--- config.mk ---
export PLATFORM = sky130hd
export DESIGN_NAME = ttcb_ctrl
export DESIGN_NICKNAME = d
export VERILOG_FILES = /design/src/rtl/ttcb_pkg.sv /design/src/rtl/ttcb_ctrl.sv
export SDC_FILE = /design/constraint.sdc
export NUM_CORES = 1
export LEC_CHECK = 0
export BUFFER_PORTS_ARGS = -buffer_cell sky130_fd_sc_hd__buf_4
export CAP_MARGIN = 10
export CORE_AREA = 8 8 45 47
export DETAILED_ROUTE_END_ITERATION = 8
export DIE_AREA = 0 0 53 55
export PLACE_DENSITY = 0.5
export RECOVER_POWER = 50
export SLEW_MARGIN = 20
export SYNTH_ARGS = -nofsm -noshare
export SYNTH_HDL_FRONTEND = slang
export SYNTH_SLANG_ARGS = --single-unit
--- constraint.sdc ---
create_clock -name aclk -period 1.7 [get_ports aclk]
set_clock_uncertainty 0.2 [all_clocks]
set_input_delay 0.255 -clock aclk [delete_from_list [all_inputs] [get_ports aclk]]
set_output_delay 0.255 -clock aclk [all_outputs]
set_load 0.005 [all_outputs]
--- src/rtl/ttcb_pkg.sv ---
// ----------------------------------------------------------------------------
// ttcb_pkg
// Shared types and codes for the text terminal cell buffer: request and
// result beats, controller states, and controller/datapath command bundles.
// ----------------------------------------------------------------------------
package ttcb_pkg;

    localparam logic [7:0] CODE_NEWLINE = 8'd10;
    localparam logic [7:0] CODE_TAB     = 8'd9;
    localparam logic [3:0] TAB_RESET    = 4'd3;

    localparam logic REQ_WRITE = 1'b0;
    localparam logic REQ_READ  = 1'b1;

    // register index on the APB port (byte address 4*index)
    localparam logic REG_TAB_WIDTH = 1'b0;

    typedef struct packed {
        logic       req_type;
        logic [7:0] char_code;
        logic [5:0] read_col;
        logic [4:0] read_row;
    } ttcb_req_t;

    typedef struct packed {
        logic [7:0] cell_code;
        logic [5:0] cursor_col;
        logic [4:0] cursor_row;
        logic       scrolled;
    } ttcb_rsp_t;

    typedef enum logic [2:0] {
        ST_INIT,
        ST_IDLE,
        ST_DECODE,
        ST_RD_WAIT,
        ST_COPY,
        ST_CLEAR_ROW,
        ST_STORE,
        ST_DONE
    } ttcb_state_t;

    typedef struct packed {
        logic take;         // controller can take a request beat
        logic rd_issue;     // read one cell for a read request
        logic load_cell;    // capture read data into the result
        logic cur_newline;  // cursor to column 0 of next row (or stay on last)
        logic tab_step;     // apply tab to cursor
        logic store;        // store char at cursor, advance column
        logic sweep_start;  // restart sweep counter at cell 0
        logic copy_step;    // move one cell up by one row
        logic clr_step;     // clear one cell
        logic set_scrolled; // flag result as scrolled
        logic out_load;     // load result register
    } ttcb_cmd_t;

    typedef struct packed {
        logic is_read;
        logic is_newline;
        logic is_tab;
        logic col_past;     // cursor column beyond the last column
        logic last_row;
        logic copy_last;
        logic sweep_last;
        logic out_free;
    } ttcb_sts_t;

endpackage

--- src/rtl/ttcb_ctrl.sv ---
// ----------------------------------------------------------------------------
// ttcb_ctrl
// Sequencer for the cell buffer: reset clearing pass, request decode, row
// scroll sweep, cell store and result hand-off.
// ----------------------------------------------------------------------------
module ttcb_ctrl (
    input  logic               aclk,
    input  logic               aresetn,
    input  logic               s_valid,
    input  ttcb_pkg::ttcb_sts_t sts,
    output ttcb_pkg::ttcb_cmd_t cmd
);
    import ttcb_pkg::*;

    ttcb_state_t state_reg;
    ttcb_state_t state_next;

    always_ff @(posedge aclk) begin
        if (!aresetn) begin
            state_reg <= ST_INIT;
        end else begin
            state_reg <= state_next;
        end
    end

    always_comb begin
        state_next = state_reg;
        case (state_reg)
            ST_INIT: begin
                if (sts.sweep_last) begin
                    state_next = ST_IDLE;
                end
            end
            ST_IDLE: begin
                if (s_valid) begin
                    state_next = ST_DECODE;
                end
            end
            ST_DECODE: begin
                if (sts.is_read) begin
                    state_next = ST_RD_WAIT;
                end else if (sts.is_newline) begin
                    state_next = sts.last_row ? ST_COPY : ST_DONE;
                end else if (sts.is_tab) begin
                    state_next = ST_DONE;
                end else if (sts.col_past && sts.last_row) begin
                    state_next = ST_COPY;
                end else begin
                    state_next = ST_STORE;
                end
            end
            ST_RD_WAIT: state_next = ST_DONE;
            ST_COPY: begin
                if (sts.copy_last) begin
                    state_next = ST_CLEAR_ROW;
                end
            end
            ST_CLEAR_ROW: begin
                if (sts.sweep_last) begin
                    state_next = sts.is_newline ? ST_DONE : ST_STORE;
                end
            end
            ST_STORE: state_next = ST_DONE;
            ST_DONE: begin
                if (sts.out_free) begin
                    state_next = ST_IDLE;
                end
            end
            default: state_next = ST_INIT;
        endcase
    end

    always_comb begin
        cmd = '0;
        case (state_reg)
            ST_INIT: cmd.clr_step = 1'b1;
            ST_IDLE: cmd.take = 1'b1;
            ST_DECODE: begin
                if (sts.is_read) begin
                    cmd.rd_issue = 1'b1;
                end else if (sts.is_newline) begin
                    if (sts.last_row) begin
                        cmd.sweep_start = 1'b1;
                    end else begin
                        cmd.cur_newline = 1'b1;
                    end
                end else if (sts.is_tab) begin
                    cmd.tab_step = 1'b1;
                end else if (sts.col_past) begin
                    if (sts.last_row) begin
                        cmd.sweep_start = 1'b1;
                    end else begin
                        cmd.cur_newline = 1'b1;
                    end
                end
            end
            ST_RD_WAIT: cmd.load_cell = 1'b1;
            ST_COPY: cmd.copy_step = 1'b1;
            ST_CLEAR_ROW: begin
                cmd.clr_step = 1'b1;
                if (sts.sweep_last) begin
                    cmd.cur_newline  = 1'b1;
                    cmd.set_scrolled = 1'b1;
                end
            end
            ST_STORE: cmd.store = 1'b1;
            ST_DONE: cmd.out_load = sts.out_free;
            default: cmd = '0;
        endcase
    end

endmodule

==> impl_metrics.env <==
export IMPL_p_sw_share_pct=32.4
export IMPL_rsz0062_at_grt="yes"
export IMPL_max_freq_ghz=0.562
export IMPL_syn_inst=50
export IMPL_post_route_cells_drive_above_1_share_pct=58.8
export IMPL_drv_slew=0
export IMPL_relSlewSlack_pct=78.4
export IMPL_synth_avg_cell_area_sq_um=6.91
export IMPL_critPathArrivalTime_ns=1.32
export IMPL_place_hpwl_um=915
export IMPL_area_growth_pct=90.6
export IMPL_hold_viol_final=0
export IMPL_final_antenna_net_count=0
export IMPL_seq_area_frac_synth_pct=17.4
export IMPL_fillerInstances=159
export IMPL_fp_dieH_um=55
export IMPL_dp_cells=90
export IMPL_synth_most_common_cell="a21oi_1"
export IMPL_pwr_share_clk_pct=32.8
export IMPL_hold_depth=3
export IMPL_crit_family="simple AND/OR/NAND/NOR gates"
export IMPL_cts_max_level=1
export IMPL_dpl_cell_area_sq_um=548
export IMPL_critPathRequiredTime_ns=1.24
export IMPL_setup_slack_ns=-0.0798
export IMPL_power_frac_seq_pct=22.9
export IMPL_num_vias=456
export IMPL_post_route_util_pct=47.6
export IMPL_antenna_found_initial=0
export IMPL_grt_pass1_wl_mm=1.84
export IMPL_tightest_slew_ns=0.324
export IMPL_min_period_ns=1.78
export IMPL_cts_root_buf="clkbuf_4"
export IMPL_synth_warnings=0
export IMPL_drcViolationCount=0
export IMPL_outcome="finished with violations"
export IMPL_power_mw=0.389
export IMPL_die_w_um=53
export IMPL_critical_path_endpoint_type="output port"
export IMPL_violations="negative setup slack"
export IMPL_viasPerCell=4.75
export IMPL_final_nets=92
export IMPL_power_share_combinational_pct=44.3
export IMPL_setup_tns_ns=-0.0798
export IMPL_synth_fp_nets=61
export IMPL_powerDensity_nw_per_um2=591
export IMPL_path_depth=5
export IMPL_grt_use_total_pct=8.35
export IMPL_cts_buffers=3
export IMPL_totalWireLength_mm=1.20
export IMPL_max_cap_violations=0
export IMPL_path_cells="buf_4, nor2b_4, and3_4, or2_2, buf_6"
export IMPL_ys_flop_type="dfxtp_1"
export IMPL_switchingPower_mw=0.126
export IMPL_drt_iter0_markers=3
export IMPL_grt_max_degree=10
export IMPL_cts_tree="done"
export IMPL_synth_edff_count=0
export IMPL_synthTopCellsByCount="7 x a21oi_1, 5 x mux2i_1, 5 x nand2_1"
export IMPL_slowest_delay_ns=0.34
export IMPL_ir_drop_v=0.000272
export IMPL_path_clk_slew_ns=0.04
export IMPL_largest_reg_flops=3
export IMPL_final_cells=96
export IMPL_ios=22
export IMPL_synth_area_leaders="dfxtp_1 17%, mux2i_1 14%, a21oi_1 10%"
export IMPL_ys_types=21
export IMPL_synth_top_area_share_pct=17.4
export IMPL_avgRoutedWirePerCell_um=12.5
export IMPL_core_sq_um=1380
export IMPL_syn_area_sq_um=345
export IMPL_holdWs_ns=0.110
export IMPL_clock_latency_ns=0.24
export IMPL_leakagePower_nw=0.307
export IMPL_synth_top_area_cell="dfxtp_1"
export IMPL_p_int_mw=0.263
export IMPL_synthArstFlopShare_pct=0
export IMPL_slowest_stage="dfxtp_4"
export IMPL_initial_utilization_pct=25.0
export IMPL_grt_pass1_vias=435
export IMPL_setup_violations=1
export IMPL_clock_sinks=3
export IMPL_io_buffers=21
export IMPL_finalCritPeriodShare_pct=105
export IMPL_crit_buf_inv=2
export IMPL_gp_congestion=0.736
export IMPL_core_rowCount=14
export IMPL_final_cell_area_sq_um=658
export IMPL_critical_path_class="reg -> out"
export IMPL_startpoint_type="flip-flop"
export IMPL_overflow=0
export IMPL_crit_fanout=3
export IMPL_dr_pass1_iters=3
export IMPL_ys_ff_latch=3
export IMPL_r2r_cells=6
export IMPL_cts_buffer_depth=2
export IMPL_die_area_sq_um=2920
export IMPL_antennaDiodeCount=0
export IMPL_hold_path_class="in -> reg"
export IMPL_place_ws_ns=0.0818
layout make-up:
class / instances / area (sq um) / area share (%)
clock buffer: 4 / 26.3 / 3.99
inverter: 3 / 11.3 / 1.71
multi-input combinational: 41 / 307 / 46.6
sequential: 3 / 68.8 / 10.5
tap: 16 / 20.0 / 3.04
timing repair buffer: 29 / 225 / 34.2
worst register-to-register path: stages, from the launching register on:
cell and delay, ns:
dfxtp_4 0.34, buf_4 0.12, buf_4 0.15, nand2_2 0.09, or3_1 0.33, o21ai_0 0.13, mux2i_1 0.22
layer usage:
metal	track usage, %	vias up	share of wire (%)
met5	0	-	0
met1	9.09	197	44
met4	3.45	0	1.2
li1	-	237	-
met2	13.5	19	45
met3	4.28	3	10
placed cells by master (no fill, tap or decap), types with 2 or more instances in the layout:
cell       n
a21oi_1    7
nor3_2     2
mux2i_1    5
nand2_1    4
buf_6      2
buf_4     27
o21ai_0    3
nor3b_2    2
nor3_1     2
dfxtp_4    2
nor2_1     2
clkbuf_4   3
inv_1      2
power groups by stage:
stage          clock [mW]  sequential, mW  combinational (mW)
2_1_floorplan           0          0.0855              0.0839
3_3_place_gp            0          0.0859               0.158
3_5_place_dp            0          0.0855               0.158
4_1_cts             0.134          0.0907               0.165
5_1_grt             0.140          0.0903               0.192
6_report            0.128          0.0892               0.172
kinds of logic after synthesis:
family                    count (synthesis)  share of synthesized area, %
and+or+nand+nor                          23                          37.0
AOI/OAI and AO/OA                        12                          19.6
buffers and inverters                     6                          9.06
muxes                                     5                          14.5
DFF                                       3                          17.4
xor gates and xnor gates                  1                          2.54
timing repair:
action	4_1_cts	5_1_grt
hold buffers	0	0
gates cloned	0	0
pin swaps	0	2
resized for setup	10	8
endpoints found under the setup margin	4	7
buffers inserted	0	2
worst paths after layout:
check                            start                        end  slack, ns
max          state_reg[1]$_SDFFE_PN0P_                     cmd[7]      -0.08
min                            aresetn  state_reg[0]$_SDFFE_PN0P_       0.11
max reg2reg  state_reg[1]$_SDFFE_PN0P_  state_reg[0]$_SDFFE_PN0P_       0.04
min reg2reg  state_reg[2]$_SDFFE_PN0P_  state_reg[1]$_SDFFE_PN0P_       0.44
Note: power is estimated with default switching activity, not from simulation.
